===== src/sv/gsp_pkg.sv =====
// Shared types and constants of the grid smoothness penalty unit.
package gsp_pkg;

   localparam int SAMPLE_W   = 16;
   localparam int SIZE_W     = 11;
   localparam int WEIGHT_W   = 16;
   localparam int SUM_W      = 64;
   localparam int SQ_W       = 2 * SAMPLE_W;
   localparam int HALF_W     = SUM_W / 2;
   localparam int PROD_W     = HALF_W + WEIGHT_W;
   localparam int PEN_SUM_W  = SUM_W + WEIGHT_W + 2;
   localparam int PEN_SHIFT  = 8;
   localparam int CSR_IDX_W  = 2;
   localparam int CSR_DATA_W = 16;

   localparam int DEF_MAX_ROWS = 1024;
   localparam int DEF_MAX_COLS = 1024;

   localparam logic [SIZE_W-1:0]   ROWS_RESET   = SIZE_W'(1024);
   localparam logic [SIZE_W-1:0]   COLS_RESET   = SIZE_W'(1024);
   localparam logic [WEIGHT_W-1:0] LAMBDA_RESET = WEIGHT_W'(256);

   typedef enum logic [CSR_IDX_W-1:0] {
      CSR_GRID_ROWS = 2'd0,
      CSR_GRID_COLS = 2'd1,
      CSR_LAMBDA_X  = 2'd2,
      CSR_LAMBDA_Z  = 2'd3
   } gsp_csr_type;

   typedef enum logic [1:0] {
      FIN_IDLE,
      FIN_MUL,
      FIN_OUT
   } gsp_fin_state_type;

   // per-beat control travelling with a sample
   typedef struct packed {
      logic do_v;
      logic do_h;
      logic last;
   } gsp_beat_type;

   // grid totals handed to the finisher
   typedef struct packed {
      logic [SUM_W-1:0] sum_h;
      logic [SUM_W-1:0] sum_v;
   } gsp_total_type;

endpackage


===== src/sv/gsp_accum.sv =====
// Difference squaring and saturating accumulation of both sums.
module gsp_accum import gsp_pkg::*; (
   input  logic                clock,
   input  logic                reset,
   input  logic                in_valid,
   input  gsp_beat_type        in_beat,
   input  logic [SAMPLE_W-1:0] in_sample,
   input  logic [SAMPLE_W-1:0] in_prev,
   input  logic [SAMPLE_W-1:0] store_rdata,
   output logic                done_valid,
   output gsp_total_type       done_total
);

   // stage 1: sample, neighbors
   logic                s1_vld_ff;
   gsp_beat_type        s1_beat_ff;
   logic [SAMPLE_W-1:0] s1_sample_ff;
   logic [SAMPLE_W-1:0] s1_prev_ff;
   // stage 2: squares
   logic                s2_vld_ff;
   logic                s2_last_ff;
   logic [SQ_W-1:0]     s2_sq_h_ff;
   logic [SQ_W-1:0]     s2_sq_v_ff;
   logic [SQ_W-1:0]     s2_sq_h_in;
   logic [SQ_W-1:0]     s2_sq_v_in;
   // accumulators and handoff
   logic [SUM_W-1:0]    acc_h_ff;
   logic [SUM_W-1:0]    acc_v_ff;
   logic [SUM_W-1:0]    acc_h_in;
   logic [SUM_W-1:0]    acc_v_in;
   logic                done_ff;
   gsp_total_type       total_ff;

   logic [SAMPLE_W-1:0] diff_h;
   logic [SAMPLE_W-1:0] diff_v;
   logic [SUM_W:0]      add_h;
   logic [SUM_W:0]      add_v;

   always_ff @(posedge clock) begin
      if (reset) begin
         s1_vld_ff <= 1'b0;
         s2_vld_ff <= 1'b0;
      end else begin
         s1_vld_ff <= in_valid;
         s2_vld_ff <= s1_vld_ff;
      end
      s1_beat_ff   <= in_beat;
      s1_sample_ff <= in_sample;
      s1_prev_ff   <= in_prev;
      s2_last_ff   <= s1_beat_ff.last;
      s2_sq_h_ff   <= s2_sq_h_in;
      s2_sq_v_ff   <= s2_sq_v_in;
   end

   always_comb begin
      diff_h = (s1_sample_ff >= store_rdata) ? (s1_sample_ff - store_rdata)
                                             : (store_rdata - s1_sample_ff);
      diff_v = (s1_sample_ff >= s1_prev_ff) ? (s1_sample_ff - s1_prev_ff)
                                            : (s1_prev_ff - s1_sample_ff);
      s2_sq_h_in = s1_beat_ff.do_h ? (SQ_W'(diff_h) * SQ_W'(diff_h)) : '0;
      s2_sq_v_in = s1_beat_ff.do_v ? (SQ_W'(diff_v) * SQ_W'(diff_v)) : '0;
   end

   always_comb begin
      add_h = {1'b0, acc_h_ff} + (SUM_W + 1)'(s2_sq_h_ff);
      add_v = {1'b0, acc_v_ff} + (SUM_W + 1)'(s2_sq_v_ff);
      acc_h_in = add_h[SUM_W] ? '1 : add_h[SUM_W-1:0];
      acc_v_in = add_v[SUM_W] ? '1 : add_v[SUM_W-1:0];
   end

   always_ff @(posedge clock) begin
      if (reset) begin
         acc_h_ff <= '0;
         acc_v_ff <= '0;
         done_ff  <= 1'b0;
      end else begin
         done_ff <= s2_vld_ff && s2_last_ff;
         if (s2_vld_ff) begin
            // last beat of a grid: hand totals over, restart from zero
            acc_h_ff <= s2_last_ff ? '0 : acc_h_in;
            acc_v_ff <= s2_last_ff ? '0 : acc_v_in;
         end
      end
      if (s2_vld_ff && s2_last_ff) begin
         total_ff.sum_h <= acc_h_in;
         total_ff.sum_v <= acc_v_in;
      end
   end

   assign done_valid = done_ff;
   assign done_total = total_ff;

endmodule


===== config.mk =====
export PLATFORM = sky130hd
export DESIGN_NAME = gsp_accum
export DESIGN_NICKNAME = d
export VERILOG_FILES = /design/src/sv/gsp_pkg.sv /design/src/sv/gsp_accum.sv
export SDC_FILE = /design/constraint.sdc
export NUM_CORES = 2
export LEC_CHECK = 0
export BUFFER_PORTS_ARGS = -buffer_cell sky130_fd_sc_hd__buf_2
export CAP_MARGIN = 20
export CORE_MARGIN = 2
export CORE_UTILIZATION = 30
export CTS_CLUSTER_DIAMETER = 30
export DETAILED_ROUTE_END_ITERATION = 7
export PLACE_DENSITY = 0.42
export SLEW_MARGIN = 10
export SYNTH_ARGS = -nofsm -noshare
export SYNTH_HDL_FRONTEND = slang
export SYNTH_SLANG_ARGS = --single-unit

===== constraint.sdc =====
create_clock -name clock -period 13.3 [get_ports clock]
set_input_delay 1.995 -clock clock [delete_from_list [all_inputs] [get_ports clock]]
set_output_delay 1.995 -clock clock [all_outputs]
set_load 0.02 [all_outputs]

; Word level (Yosys, flattened, before mapping)
; Cells that the tools add are included.
[totals]
reg_bits = 359
out_inout_bits = 129
word_cells = 32
[op_classes]
add_sub_neg = 6
mul = 2
magnitude_cmp = 2
mux = 6
reduce_logical = 1
[ops]
columns = cell, count
row1 = $mux 64, 4
row2 = $add 64x32->65, 2
row3 = $mul 16x16->32, 2
row4 = $sub 16x16->16, 4
row5 = $ge 16x16->1, 2
row6 = $mux 16, 2
row7 = $logic_and 1x1->1, 1

; Logic depth before layout (Yosys ltp)
[depth]
depth_word = 3
ltp_mapped = 40
ltp_nobuf = 37

; Least setup slack after synthesis
; Ideal clock, no wire load.
[synth_path]
path_kind = input to register
start = in store_rdata[11]
end = reg s2_sq_h_ff[26]
setup_time_ps = 115
t_arrival_ps = 10132
setup_slack_ps = 3053
path_stages = 37
path_buffers = 3
path_cell_list = inv_1 ha_1 buf_2 nand4_1 o221ai_1 a21oi_2 nand2_4 buf_2 buf_2 o31ai_1 xor2_1 inv_2 nand2_1 inv_1 fa_1 inv_1 fa_1 inv_1 fa_1 inv_1 fa_1 inv_1 fa_1 inv_1 fa_1 inv_1 ha_1 and3_1 o211ai_1 o21ai_1 o41ai_2 o21ai_1 a221o_1 a211oi_1 o21ai_0 xnor2_1 and2_1
[synth_between]
elab_chain_len = 3
word_cells_on_any_way = 5
classes_between = add/sub (2) / mul (1) / order compare (1) / mux (1)
[synth_lines]
columns = item, line_no
row1 = "start, declared", gsp_accum.sv:9  ; input logic [SAMPLE_W-1:0] store_rdata,
row2 = $sub 16x16->16 (tied with other cells), gsp_accum.sv:57  ; : (store_rdata - s1_sample_ff);
row3 = $mux 16 *, gsp_accum.sv:56  ; diff_h = (s1_sample_ff >= store_rdata) ? (s1_sample_ff - store_rdata)
row4 = $mul 16x16->32 *, gsp_accum.sv:60  ; s2_sq_h_in = s1_beat_ff.do_h ? (SQ_W'(diff_h) * SQ_W'(diff_h)) : '0;
row5 = "end signal, assigned", gsp_accum.sv:51  ; s2_sq_h_ff <= s2_sq_h_in;
row6 = "end, declared", gsp_accum.sv:22  ; logic [SQ_W-1:0] s2_sq_h_ff;
; Mark *: on every way between the ends. The rest lies on a longest branch, timed or not.
; A chain may end at the register's enable or synchronous reset.

; Worst setup path in the final report
[layout_path]
start = in store_rdata[11]
end = reg s2_sq_h_ff[31]
; The elaborated chain is that of the path after synthesis.

==> results.txt <==
----------------------------------------------------
[Yosys]
  Mean area per synthesized cell ... 9.01 sq um
  Leading post-synthesis cells by cell area ... fa_1, dfxtp_1, ha_1, edfxtp_1, inv_1
  Portion of the post-synthesis area used by sequential elements ... 0.251
  Largest area contributor in the netlist ... fa_1
  Netlist area before placement ... 33600 sq um
  Fraction of synthesis flops using an asynchronous set or reset pin ... 0
  Number of synthesized flops with an enable pin ... 128
  Total of flip-flops plus latches after synthesis ... 357
  Most used flip-flop cell after synthesis ... dfxtp_1
  Cell variety after synth ... 88
  Synth Net Count ... 4438
  Top cell type's share of synthesized area ... 0.195
  Cells after Synth ... 3733
  Synth warn ... 0

[Clocking]
  Clock Pin Slew Worst Setup and Hold Paths ... 50 ps
  Clock insertion delay at the later pin of the skew report ... 650 ps
  Number of hold buffers added after cts ... 0
  Clock net sink count ... 357
  Post-CTS setup repair buffer count ... 0
  Cts bufs inserted ... 97
  Clock Path Buffers ... 3
  TritonCTS clock tree ... done
  Cell at the root of the clock tree ... clkbuf_16
  Maximum level of the CTS H-tree ... 3
  Quantity of gates resized following cts ... 0

[Global route]
  Total congestion overflow after global routing ... 0
  Largest net degree at the start of global routing ... 81
  Number of antenna violations at the first check in global routing ... 4
  Global-route wire length before repair ... 156 mm
  Total Routing Usage GR ... 0.171
  Via count of the first global-routing pass ... 27000

[STA]
  Min cycle time layout ... 10930 ps
  Setup repair after global routing missed its margin ... false
  Final clock skew ... 37.9 ps
  FMAX ... 91.5 MHz
  Setup violation total in the final timing report ... 0
  Fraction of the cycle the final worst path needs ... 0.821
  Worst Slack Setup Final ... 2370 ps
  Count of final max-slew check failures ... 0
  Max-slew headroom at the worst pin ... 0.269
  Hold Violations, Final ... 0
  Worst-margin pin slew ... 1070 ps
  Total negative slack ... 0 ps

[Die]
  Height of the die ... 339 um
  Initial Util ... 0.303
  Standard-cell rows ... 122
  I/O pin count ... 183
  Die width ... 339 um
  Die area ... 115000 sq um
  Total core area ... 111000 sq um

[Worst setup path]
  Nature of the critical path startpoint ... input pin
  R2r worst-path depth ... 31
  Origin of the worst setup path ... store_rdata[11]
  Data arrival time at the worst-slack endpoint ... 11460 ps
  Worst reg-to-reg setup slack ... 3230 ps
  Kind of capture point of the worst setup path ... flip-flop
  RR Startpoint ... s1_sample_ff[11]
  Type of the worst setup path ... input pin to flip-flop
  Worst-path cell with the longest stage delay ... xor2_1
  Max incr delay on CP ... 590 ps
  Data required time at the worst endpoint ... 13840 ps
  Largest fanout of any net on the critical path ... 25
  Worst flop-to-flop path endpoint ... s2_sq_v_ff[31]

[Min path]
  Type of the worst min-delay path ... flip-flop to flip-flop
  Worst min-delay path startpoint ... s1_beat_ff[0]
  Worst Hold Endpoint ... s2_last_ff
  Worst Hold Depth ... 0

[Layout]
  Post-route core utilization ... 0.356
  Most frequent cells in the layout ... inv_1, nand2_1, fa_1, ha_1, nor2_1
  Net count reported at finish ... 4610
  Area Overhead vs Synth ... 17.4%
  Most frequent standard cell in the layout excluding fill and tap cells ... inv_1
  Number of fill cells ... 11600
  Sequential cell area ... 8430 sq um
  Area taken by multi-input logic gates ... 22500 sq um
  Layout cells sized above 1 ... 0.112
  Post-route cell area ... 39500 sq um

[Place]
  Quantity of I/O buffers inserted on ports ... 182
  Minimum setup slack after placement ... 1730 ps
  DP Wirelength ... 77.1 mm
  Final estimated routing congestion in global placement ... 0.840
  Area after detailed placement ... 36100 sq um

[Detailed routing]
  Routed Antenna Nets ... 0
  Number of DRC markers after the initial detailed-route iteration ... 1292
  Vias per cell ... 4.75
  Vias after detailed routing ... 26000
  Sum of routed wire length over all layers ... 98.2 mm
  Number of detailed-route iterations in the first pass ... 6
  Drt wl/cell ... 17.9 um
  Drt drc ... 0

[Run status]
  Outcome ... complete, no violations

[Flow run]
  Reported max-cap violation count ... 0

----------------------------------------------------
[state kept, by name, indices dropped and copies added, names as in the netlist]
register,count
acc_h_ff,64
s1_beat_ff,3
done_total,128
s1_vld_ff,1
s1_prev_ff,16
done_valid,1
s2_last_ff,1
s2_sq_v_ff,31
s1_sample_ff,16
acc_v_ff,64
s2_sq_h_ff,31
s2_vld_ff,1
[cell families after synthesis]
family                     Yosys count  synth area share
AOI/OAI and AO/OA                  729             0.145
xor gates and xnor gates           187            0.0494
adders and majority gates          651             0.316
buffers and inverters              711            0.0815
DFF                                357             0.251
muxes                               37            0.0115
and+or+nand+nor                   1061             0.147
[cell usage after synthesis, types with 94 or more instances]
cell and count:
fa_1 328, inv_1 554, o21ai_0 129, nor2_1 249, xnor2_1 108, ha_1 323, edfxtp_1 128, dfxtp_1 229
nand2_1 407, clkbuf_1 94, a21oi_1 208
[metrics by stage]
stage                     instances  hold slack (ps)
after floorplan                3733              310
after global placement         5293              311
after detailed placement       5293              320
after CTS                      5471              326
after global routing           5473              341
final                          5473              324
[worst max-delay path: cells and delay by family]
family                     cells  cell delay (ps)
AOI/OAI and AO/OA             11             2790
xor gates and xnor gates       1              590
adders and majority gates      8             3720
buffers and inverters          8              670
muxes                          1              130
and+or+nand+nor                6             1550
[metal layers]
layer  wire (um)  vias to the layer above  share of wire  GRT usage
met4        1980                        2          0.020     0.0423
met3        4140                      118          0.042     0.0283
met1       49500                    12500           0.50      0.246
li1            -                    12900              -          -
met2       42600                      524           0.43      0.265
met5          13                        -        0.00013          0
[how the worst max path moves through the flow]
stage / cells after the start / end / slack, ps
after global routing: 35 / s2_sq_h_ff[31] / 1840
after detailed placement: 35 / s2_sq_h_ff[31] / 1730
after floorplan: 37 / s2_sq_h_ff[26] / 3050
after global placement: 35 / s2_sq_h_ff[31] / 1860
final: 35 / s2_sq_h_ff[31] / 2370
after CTS: 35 / s2_sq_h_ff[31] / 2440
[area by class of cell]
type,count,share of cell area
diodes,1,0.0000634
clock buffers,123,0.0665
clock inverters,55,0.0188
inverters,565,0.0537
multi-input cells,2665,0.570
flip-flops and latches,357,0.214
well taps,1488,0.0472
repair buffers,219,0.0303
Power is not shown: default switching activity piles up to over one toggle a cycle in this logic, so the estimate is an artifact.
