===== config.mk =====
export PLATFORM = sky130hd
export DESIGN_NAME = gsp_finish_flat
export DESIGN_NICKNAME = d
export VERILOG_FILES = /design/src/sv/gsp_pkg.sv /design/src/sv/gsp_rsp_if.sv /design/src/sv/gsp_finish.sv /design/src/flat_wrapper.sv
export SDC_FILE = /design/constraint.sdc
export NUM_CORES = 2
export LEC_CHECK = 0
export BUFFER_PORTS_ARGS = -buffer_cell sky130_fd_sc_hd__buf_2
export CAP_MARGIN = 20
export CELL_PAD_IN_SITES_DETAIL_PLACEMENT = 1
export CELL_PAD_IN_SITES_GLOBAL_PLACEMENT = 1
export CORE_MARGIN = 2
export CORE_UTILIZATION = 47
export CTS_BUF_LIST = sky130_fd_sc_hd__clkbuf_16
export CTS_CLUSTER_SIZE = 24
export DETAILED_ROUTE_END_ITERATION = 10
export PLACE_DENSITY = 0.82
export SYNTH_ARGS = -nofsm -noshare
export SYNTH_HDL_FRONTEND = slang
export SYNTH_SLANG_ARGS = --single-unit

===== constraint.sdc =====
create_clock -name clock -period 10.2 [get_ports clock]
set_input_delay 1.02 -clock clock [delete_from_list [all_inputs] [get_ports clock]]
set_output_delay 1.02 -clock clock [all_outputs]
set_load 0.01 [all_outputs]

===== src/sv/gsp_pkg.sv =====
// Shared types and constants of the grid smoothness penalty unit.
package gsp_pkg;

   localparam int SAMPLE_W   = 16;
   localparam int SIZE_W     = 11;
   localparam int WEIGHT_W   = 16;
   localparam int SUM_W      = 64;
   localparam int SQ_W       = 2 * SAMPLE_W;
   localparam int HALF_W     = SUM_W / 2;
   localparam int PROD_W     = HALF_W + WEIGHT_W;
   localparam int PEN_SUM_W  = SUM_W + WEIGHT_W + 2;
   localparam int PEN_SHIFT  = 8;
   localparam int CSR_IDX_W  = 2;
   localparam int CSR_DATA_W = 16;

   localparam int DEF_MAX_ROWS = 1024;
   localparam int DEF_MAX_COLS = 1024;

   localparam logic [SIZE_W-1:0]   ROWS_RESET   = SIZE_W'(1024);
   localparam logic [SIZE_W-1:0]   COLS_RESET   = SIZE_W'(1024);
   localparam logic [WEIGHT_W-1:0] LAMBDA_RESET = WEIGHT_W'(256);

   typedef enum logic [CSR_IDX_W-1:0] {
      CSR_GRID_ROWS = 2'd0,
      CSR_GRID_COLS = 2'd1,
      CSR_LAMBDA_X  = 2'd2,
      CSR_LAMBDA_Z  = 2'd3
   } gsp_csr_type;

   typedef enum logic [1:0] {
      FIN_IDLE,
      FIN_MUL,
      FIN_OUT
   } gsp_fin_state_type;

   // per-beat control travelling with a sample
   typedef struct packed {
      logic do_v;
      logic do_h;
      logic last;
   } gsp_beat_type;

   // grid totals handed to the finisher
   typedef struct packed {
      logic [SUM_W-1:0] sum_h;
      logic [SUM_W-1:0] sum_v;
   } gsp_total_type;

endpackage


===== src/sv/gsp_rsp_if.sv =====
// Result channel.
interface gsp_rsp_if import gsp_pkg::*; ();
   logic             valid;
   logic             ready;
   logic [SUM_W-1:0] penalty;
   logic [SUM_W-1:0] sum_horizontal;
   logic [SUM_W-1:0] sum_vertical;

   modport source (output valid, penalty, sum_horizontal, sum_vertical, input ready);
   modport sink   (input valid, penalty, sum_horizontal, sum_vertical, output ready);
endinterface


===== src/sv/gsp_finish.sv =====
// Weighted penalty sequencer and result register.
module gsp_finish import gsp_pkg::*; (
   input  logic                clock,
   input  logic                reset,
   input  logic                start,
   input  gsp_total_type       total,
   input  logic [WEIGHT_W-1:0] lambda_x,
   input  logic [WEIGHT_W-1:0] lambda_z,
   gsp_rsp_if.source           rsp_bus
);

   localparam int STEPS = 4;
   localparam int STEP_W = $clog2(STEPS + 1);

   gsp_fin_state_type     state_ff, state_in;
   logic [STEP_W-1:0]     step_ff, step_in;
   gsp_total_type         tot_ff;
   logic [PROD_W-1:0]     prod_ff;
   logic                  prod_hi_ff;
   logic [PEN_SUM_W-1:0]  sum_ff;
   logic [HALF_W-1:0]     mul_a;
   logic [WEIGHT_W-1:0]   mul_w;
   logic [SUM_W-1:0]      mul_src;
   logic [PEN_SUM_W-1:0]  prod_aligned;
   logic [SUM_W-1:0]      penalty;

   always_ff @(posedge clock) begin
      if (reset) begin
         state_ff <= FIN_IDLE;
         step_ff  <= '0;
      end else begin
         state_ff <= state_in;
         step_ff  <= step_in;
      end
   end

   always_comb begin
      state_in = state_ff;
      step_in  = step_ff;
      unique case (state_ff)
         FIN_IDLE: begin
            if (start) begin
               state_in = FIN_MUL;
               step_in  = '0;
            end
         end
         FIN_MUL: begin
            step_in = step_ff + STEP_W'(1);
            if (step_ff == STEP_W'(STEPS)) begin
               state_in = FIN_OUT;
            end
         end
         FIN_OUT: begin
            if (rsp_bus.ready) begin
               state_in = FIN_IDLE;
            end
         end
         default: state_in = FIN_IDLE;
      endcase
   end

   // step bit 1 picks the sum, bit 0 the 32-bit half
   always_comb begin
      mul_src = step_ff[1] ? tot_ff.sum_v : tot_ff.sum_h;
      mul_w   = step_ff[1] ? lambda_z : lambda_x;
      mul_a   = step_ff[0] ? mul_src[SUM_W-1:HALF_W] : mul_src[HALF_W-1:0];
      prod_aligned = prod_hi_ff ? (PEN_SUM_W'(prod_ff) << HALF_W) : PEN_SUM_W'(prod_ff);
   end

   always_ff @(posedge clock) begin
      if (state_ff == FIN_IDLE && start) begin
         tot_ff <= total;
         sum_ff <= '0;
      end
      if (state_ff == FIN_MUL) begin
         prod_ff    <= PROD_W'(mul_a) * PROD_W'(mul_w);
         prod_hi_ff <= step_ff[0];
         if (step_ff != '0) begin
            sum_ff <= sum_ff + prod_aligned;
         end
      end
   end

   always_comb begin
      if (sum_ff[PEN_SUM_W-1:SUM_W+PEN_SHIFT] != '0) begin
         penalty = '1;
      end else begin
         penalty = sum_ff[SUM_W+PEN_SHIFT-1:PEN_SHIFT];
      end
   end

   assign rsp_bus.valid          = (state_ff == FIN_OUT);
   assign rsp_bus.penalty        = penalty;
   assign rsp_bus.sum_horizontal = tot_ff.sum_h;
   assign rsp_bus.sum_vertical   = tot_ff.sum_v;

endmodule

===== src/flat_wrapper.sv =====
// flat-port wrapper written by rule: the top's interface ports become plain ports
module gsp_finish_flat import gsp_pkg::*;
  (clock, reset, start, total, lambda_x, lambda_z, rsp_bus_valid, rsp_bus_penalty, rsp_bus_sum_horizontal, rsp_bus_sum_vertical, rsp_bus_ready);
  gsp_rsp_if rsp_bus_i ();
  input  logic clock;
  input  logic reset;
  input  logic start;
  input  gsp_total_type total;
  input  logic [WEIGHT_W-1:0] lambda_x;
  input  logic [WEIGHT_W-1:0] lambda_z;
  output wire logic [$bits(rsp_bus_i.valid)-1:0] rsp_bus_valid;
  output wire logic [$bits(rsp_bus_i.penalty)-1:0] rsp_bus_penalty;
  output wire logic [$bits(rsp_bus_i.sum_horizontal)-1:0] rsp_bus_sum_horizontal;
  output wire logic [$bits(rsp_bus_i.sum_vertical)-1:0] rsp_bus_sum_vertical;
  input wire logic [$bits(rsp_bus_i.ready)-1:0] rsp_bus_ready;
  assign rsp_bus_valid = rsp_bus_i.valid;
  assign rsp_bus_penalty = rsp_bus_i.penalty;
  assign rsp_bus_sum_horizontal = rsp_bus_i.sum_horizontal;
  assign rsp_bus_sum_vertical = rsp_bus_i.sum_vertical;
  assign rsp_bus_i.ready = rsp_bus_ready;
  gsp_finish u_core (.clock(clock), .reset(reset), .start(start), .total(total), .lambda_x(lambda_x), .lambda_z(lambda_z), .rsp_bus(rsp_bus_i));
endmodule

# Yosys cells after proc, flatten, opt, wreduce, memory -nomap -nowiden
# Index checks and enable logic that the tools add are counted.
[totals] wordCells=37 in_bits=164 regBits=264
[classes] mux=14 add_sub_neg=2 n_reduce_logical=7 mul=1 n_eq_ne=6
[ops] op="two-way mux 82 bit" count=3
[ops] op="two-way mux 64 bit" count=2
[ops] op="adder 82 bit" count=1
[ops] op="two-way mux 80 bit" count=1
[ops] op="multiplier 32 x 16 -> 48 bit" count=1
[ops] op="two-way mux 32 bit" count=1
[ops] op="two-way mux 16 bit" count=1
[ops] op="nonzero test 10 bit" count=1
[ops] op="two-way mux 2 bit" count=3
[ops] op="one-hot mux 2 bit (3 select lines)" count=1
[ops] op="one-hot mux 3 bit (2 select lines)" count=1
[ops] op="inequality test 2 x 1 -> 1 bit (second input constant)" count=2
[ops] op="adder 3 x 1 -> 3 bit (second input constant)" count=1
[ops] op="== test 3 bit (second input constant)" count=1
[ops] op="two-way mux 3 bit" count=1
[ops] op="AND reduction 3 bit" count=1
[ops] op="nonzero test 3 bit" count=1
[ops] op="== test 2 x 1 -> 1 bit (second input constant)" count=1
[ops] op="== test 2 bit (second input constant)" count=1
[ops] op="zero test 2 bit" count=1
[ops] op="inequality test 2 bit (second input constant)" count=1
[ops] op="AND reduction 2 bit" count=1
[ops] op="nonzero test 2 bit" count=1
[ops] op="logical AND 1 bit" count=1

# Logic depth before layout (Yosys ltp)
[logic_depth] depth_word=5 ltp_mapped=31 ltp_nobuf=28

# Worst setup path after synthesis
# OpenSTA, ideal clock, no wires.
[synth_path] path_kind="register to register" startpoint="register u_core.step_ff[1]" endpoint="register u_core.prod_ff[47], data pin" t_arrival_ns=7.982 period_less_slack_ns=8.241 t_required_ns=9.941 setup_slack_ns=1.959 stages_incl_launch_ff=28 path_cell_list="dfxtp_1 -> clkbuf_1 -> buf_1 -> clkbuf_1 -> mux2_2 -> clkbuf_1 -> nand2_1 -> fa_1 -> fa_1 -> fa_1 -> fa_1 -> inv_1 -> fa_1 -> inv_1 -> fa_1 -> inv_1 -> ha_1 -> nand3_2 -> nor4_2 -> o41ai_1 -> o31a_1 -> o211a_1 -> o31a_1 -> o21ai_2 -> and3_1 -> a31oi_1 -> o21bai_1 -> xnor2_1"
[synth_between] elab_chain_cells=3 elab_cells_between_ends=4 cone_classes="mul (1); mux (3)"
[synth_lines] element="from (decl)" line_no="gsp_finish.sv:16" rtl="logic [STEP_W-1:0] step_ff, step_in;"
[synth_lines] element="from (signal assigned)" line_no="gsp_finish.sv:33" rtl="step_ff <= step_in;"
[synth_lines] element="two-way mux 64 bit" line_no="gsp_finish.sv:64" rtl="mul_src = step_ff[1] ? tot_ff.sum_v : tot_ff.sum_h;"
[synth_lines] element="two-way mux 32 bit" line_no="gsp_finish.sv:66" rtl="mul_a = step_ff[0] ? mul_src[SUM_W-1:HALF_W] : mul_src[HALF_W-1:0];"
[synth_lines] element="multiplier 32 x 16 -> 48 bit *" line_no="gsp_finish.sv:76" rtl="prod_ff <= PROD_W'(mul_a) * PROD_W'(mul_w);"
[synth_lines] element="to (signal assigned)" line_no="gsp_finish.sv:76"
[synth_lines] element="to (decl)" line_no="gsp_finish.sv:18" rtl="logic [PROD_W-1:0] prod_ff;"
# Mark *: on every way between the ends. The rest lies on a longest branch, timed or not.
# A chain may end at the register's enable or synchronous reset.

# Worst setup path in the final report
[layout_path] startpoint="register u_core.step_ff[1]" endpoint="register u_core.prod_ff[45], data pin"
# The elaborated chain is that of the path after synthesis.

==> results.md <==
- Result of the run: finished, final reports clean
- Fraction of registers with async set or reset after synthesis: 0
- Transition time of the tightest slew-check pin: between 1 and 1.5 ns
- Final period util: 0.854
- Maximum number of pins on one net before global-route repair: 81
- Final hold vios: 0
- Detail Placement HPWL: about 83000 µm
- Summed instance area of the synthesized netlist: approximately 0.031 mm²
- Routability Congestion: 0.944
- Flip-flop and latch count after synthesis: roughly 260
- Clock transition time at the flip-flop clock pins of the worst setup and hold paths: 0.06 ns
- Drt initial violations: 1534
- Die boundary height: 259 µm
- I/O pin count: 357
- Number of instances in the synthesized netlist: 3294
- Sink count of the clock tree: 264
- Ratio of cells with drive above 1 in the final layout: 0.160
- Count of pins over their slew limit: 0
- Crit-path max cell delay: about 0.90 ns
- Die outline area: 0.0673 mm²
- Maxcap violations: 0
- Clock buffers created by TritonCTS: 31
- Beginning of the worst hold path: u_core.sum_ff[4]$_DFF_P_
- Count of synthesis-stage warnings from yosys: 0
- Fin Clk Skew: ~0.014 ns
- Post-CTS sizing: 0
- Setup TNS: 0 ns
- Clk_lat worst skew: 0.62 ns
- Number of enable flip-flop cells after synthesis: 177
- WL per Instance: 23.2 µm
- Sequential-to-total area share from yosys stat: 0.230
- Worst slew slack as a fraction of its limit: 0.248
- GRT Residual Overflow: 0
- Arrival time at the worst endpoint: 9.08 ns
- Wire length of the first global-routing pass: between 150000 and 200000 µm
- Number of global-route vias before repair: 28500
- Area of the core: around 0.064 mm²
- Number of failing setup endpoints in the final timing report: 0
- Maximum achievable frequency: 0.115 GHz
- Antenna viol nets, final: 0
- Routed WL: 103000 µm
- Startpoint of the worst register-to-register path: u_core.step_ff[1]$_SDFFE_PP0P_
- N_diodes: 0
- Critical Path Slowest Stage Cell: sky130_fd_sc_hd__dfxtp_4
- Drc violations: 0
- Worst setup startpoint: u_core.step_ff[1]$_SDFFE_PP0P_
- GRT Util Overall: 0.309
- Area growth from synthesis to layout: 11.8%
- Critical path required time: 10.56 ns
- Number of hold-repair buffers added at the cts stage: 0
- Shortest clock period the worst path allows after layout: 8.71 ns
- Cell seen most often among critical-path stages: sky130_fd_sc_hd__fa_1
- Initial antenna violation count: 2
- Post-Syn Nets: between 4000 and 5000
- RSZ-0062 raised after global routing: no
- Top fanout value on the critical path: 50
- Detailed-routing iteration count for the pre-antenna-repair pass: 5
- Hold WC Path Type: reg -> reg
- Most used DFF post-synth: sky130_fd_sc_hd__edfxtp_1
- Port buffer count: 356
- CTS root buf: sky130_fd_sc_hd__clkbuf_16
- Endpoint class of the critical path: flip-flop
- Kind of start point of the critical path: flip-flop
- Maximum buffer depth of the clock tree: 3
- Placement Rows: between 90 and 100
- Setup Buffers After CTS: 0
- Clock tree from TritonCTS: yes
- Ratio of routed vias to standard cells: 5.68
- Syn_area_per_cell: 9.30 µm²
- Horizontal die dimension: 259 µm
- Vias after detailed routing: 25300
- Starting density of the core: 0.475
- Synth unique cells: 67
- Nets: 4355
- Type of the worst setup path: reg -> reg
- Deepest level of the CTS H-tree: 1
==> stage by stage <==
stage | area, µm² | utilization | setup slack, ns | hold slack (ns) | instances
2_1_floorplan | 30600 | - | 1.96 | 0.432 | 3294
3_3_place_gp | 33200 | 0.514 | 1.82 | 0.445 | 4390
3_5_place_dp | 33200 | 0.514 | 1.54 | 0.466 | 4390
4_1_cts | 34200 | 0.531 | 1.53 | 0.477 | 4448
5_1_grt | 34300 | 0.532 | 1.12 | 0.503 | 4450
6_report | 34300 | 0.532 | 1.49 | 0.473 | 4450
==> final timing paths <==
path	end	slack [ns]	depth (start not counted)
max	u_core.prod_ff[45]$_DFFE_PP_	1.49	25
min reg2reg	u_core.sum_ff[4]$_DFF_P_	0.47	2
max reg2reg	u_core.prod_ff[45]$_DFFE_PP_	1.49	25
min	u_core.sum_ff[4]$_DFF_P_	0.47	2
==> logic make-up (layout without fill, tap and decap cells) <==
kind of cell | Yosys count | in the layout | synth area share
compound gates | 528 | 528 | 0.105
xor+xnor | 116 | 116 | 0.0332
fa+ha+maj | 621 | 621 | 0.356
buf+inv | 611 | 912 | 0.0749
flops | 264 | 264 | 0.230
mux | 90 | 90 | 0.0401
simple gates | 1064 | 1064 | 0.161
==> layout by cell type (no fill, tap or decap), types with 7 or more instances in the layout <==
cell type	Yosys	layout
sky130_fd_sc_hd__nand2_1	491	491
sky130_fd_sc_hd__inv_1	478	479
sky130_fd_sc_hd__fa_1	419	419
sky130_fd_sc_hd__buf_2	0	356
sky130_fd_sc_hd__ha_1	202	202
sky130_fd_sc_hd__nor2_1	189	188
sky130_fd_sc_hd__edfxtp_1	177	177
sky130_fd_sc_hd__a21oi_1	161	161
sky130_fd_sc_hd__and2_1	159	159
sky130_fd_sc_hd__o21ai_0	148	147
sky130_fd_sc_hd__dfxtp_1	87	85
sky130_fd_sc_hd__or2_2	68	68
sky130_fd_sc_hd__xnor2_1	68	68
sky130_fd_sc_hd__a21o_1	57	57
sky130_fd_sc_hd__xor2_1	48	48
sky130_fd_sc_hd__mux2_2	42	42
sky130_fd_sc_hd__nor2b_1	42	42
sky130_fd_sc_hd__clkbuf_16	0	31
sky130_fd_sc_hd__o21bai_1	30	30
sky130_fd_sc_hd__nand4_1	29	29
sky130_fd_sc_hd__mux2i_1	26	26
sky130_fd_sc_hd__nand3_1	27	26
sky130_fd_sc_hd__mux4_2	22	22
sky130_fd_sc_hd__buf_4	0	19
sky130_fd_sc_hd__nand2b_1	18	18
sky130_fd_sc_hd__o21a_1	17	17
sky130_fd_sc_hd__o21ai_1	16	16
sky130_fd_sc_hd__nor3_1	16	16
sky130_fd_sc_hd__a211oi_1	13	13
sky130_fd_sc_hd__o31ai_1	12	12
sky130_fd_sc_hd__o211ai_1	11	11
sky130_fd_sc_hd__a31oi_1	10	10
sky130_fd_sc_hd__and3_1	8	8
sky130_fd_sc_hd__clkinvlp_4	0	7
==> cells in the mapped netlist (12+ instances only) <==
library cell | n | area share
sky130_fd_sc_hd__mux4_2 | 22 | 0.016
sky130_fd_sc_hd__dfxtp_1 | 87 | 0.057
sky130_fd_sc_hd__mux2i_1 | 26 | 0.0085
sky130_fd_sc_hd__o21ai_1 | 16 | 0.0026
sky130_fd_sc_hd__edfxtp_1 | 177 | 0.17
sky130_fd_sc_hd__xor2_1 | 48 | 0.014
sky130_fd_sc_hd__fa_1 | 419 | 0.27
sky130_fd_sc_hd__mux2_2 | 42 | 0.015
sky130_fd_sc_hd__or2_2 | 68 | 0.014
sky130_fd_sc_hd__nor2_1 | 189 | 0.023
sky130_fd_sc_hd__nand2_1 | 491 | 0.060
sky130_fd_sc_hd__inv_1 | 478 | 0.059
sky130_fd_sc_hd__a211oi_1 | 13 | 0.0032
sky130_fd_sc_hd__o21a_1 | 17 | 0.0042
sky130_fd_sc_hd__nor3_1 | 16 | 0.0026
sky130_fd_sc_hd__nor2b_1 | 42 | 0.0086
sky130_fd_sc_hd__ha_1 | 202 | 0.082
sky130_fd_sc_hd__a21o_1 | 57 | 0.014
sky130_fd_sc_hd__o31ai_1 | 12 | 0.0029
sky130_fd_sc_hd__and2_1 | 159 | 0.032
sky130_fd_sc_hd__clkbuf_1 | 125 | 0.015
sky130_fd_sc_hd__o21bai_1 | 30 | 0.0073
sky130_fd_sc_hd__a21oi_1 | 161 | 0.026
sky130_fd_sc_hd__nand3_1 | 27 | 0.0044
sky130_fd_sc_hd__o21ai_0 | 148 | 0.024
sky130_fd_sc_hd__nand4_1 | 29 | 0.0059
sky130_fd_sc_hd__xnor2_1 | 68 | 0.019
sky130_fd_sc_hd__nand2b_1 | 18 | 0.0037
==> cell type report <==
cell class	count	area, µm²
Multi-Input combinational cell	2419	21300
Fill cell	7525	30200
Clock inverter	27	298
Sequential cell	264	7060
Inverter	478	1800
Timing Repair Buffer	376	1940
Tap cell	855	1070
Clock buffer	31	776
==> registers in the layout, summed over array words and instances (netlist names) <==
name and cells:
u_core.sum_ff 82, u_core.rsp_bus.sum_horizontal 64, u_core.rsp_bus.sum_vertical 64, u_core.prod_ff 48
u_core.step_ff 3, u_core.state_ff 2, u_core.prod_hi_ff 1
==> per-layer routing <==
metal,vias up,wire length (µm),global-route usage,part of all wire
met1,12800,39500,0.357,0.38
met3,320,5900,0.0470,0.057
met2,963,51900,0.553,0.50
li1,11200,-,-,-
met4,2,6080,0.162,0.059
met5,-,11,0,0.00011
==> worst max-delay path: cells and delay by family, from the launching register on <==
| family | cells | cell delay (ns) |
|---|---|---|
| compound gates | 8 | 2.67 |
| buf+inv | 4 | 0.21 |
| xor+xnor | 1 | 0.15 |
| flops | 1 | 0.90 |
| simple gates | 4 | 0.63 |
| mux | 1 | 0.44 |
| fa+ha+maj | 7 | 3.39 |
Power is left out: the tool's default activity adds up to more than one toggle a clock period on the data nets, which glitch-free logic cannot reach.
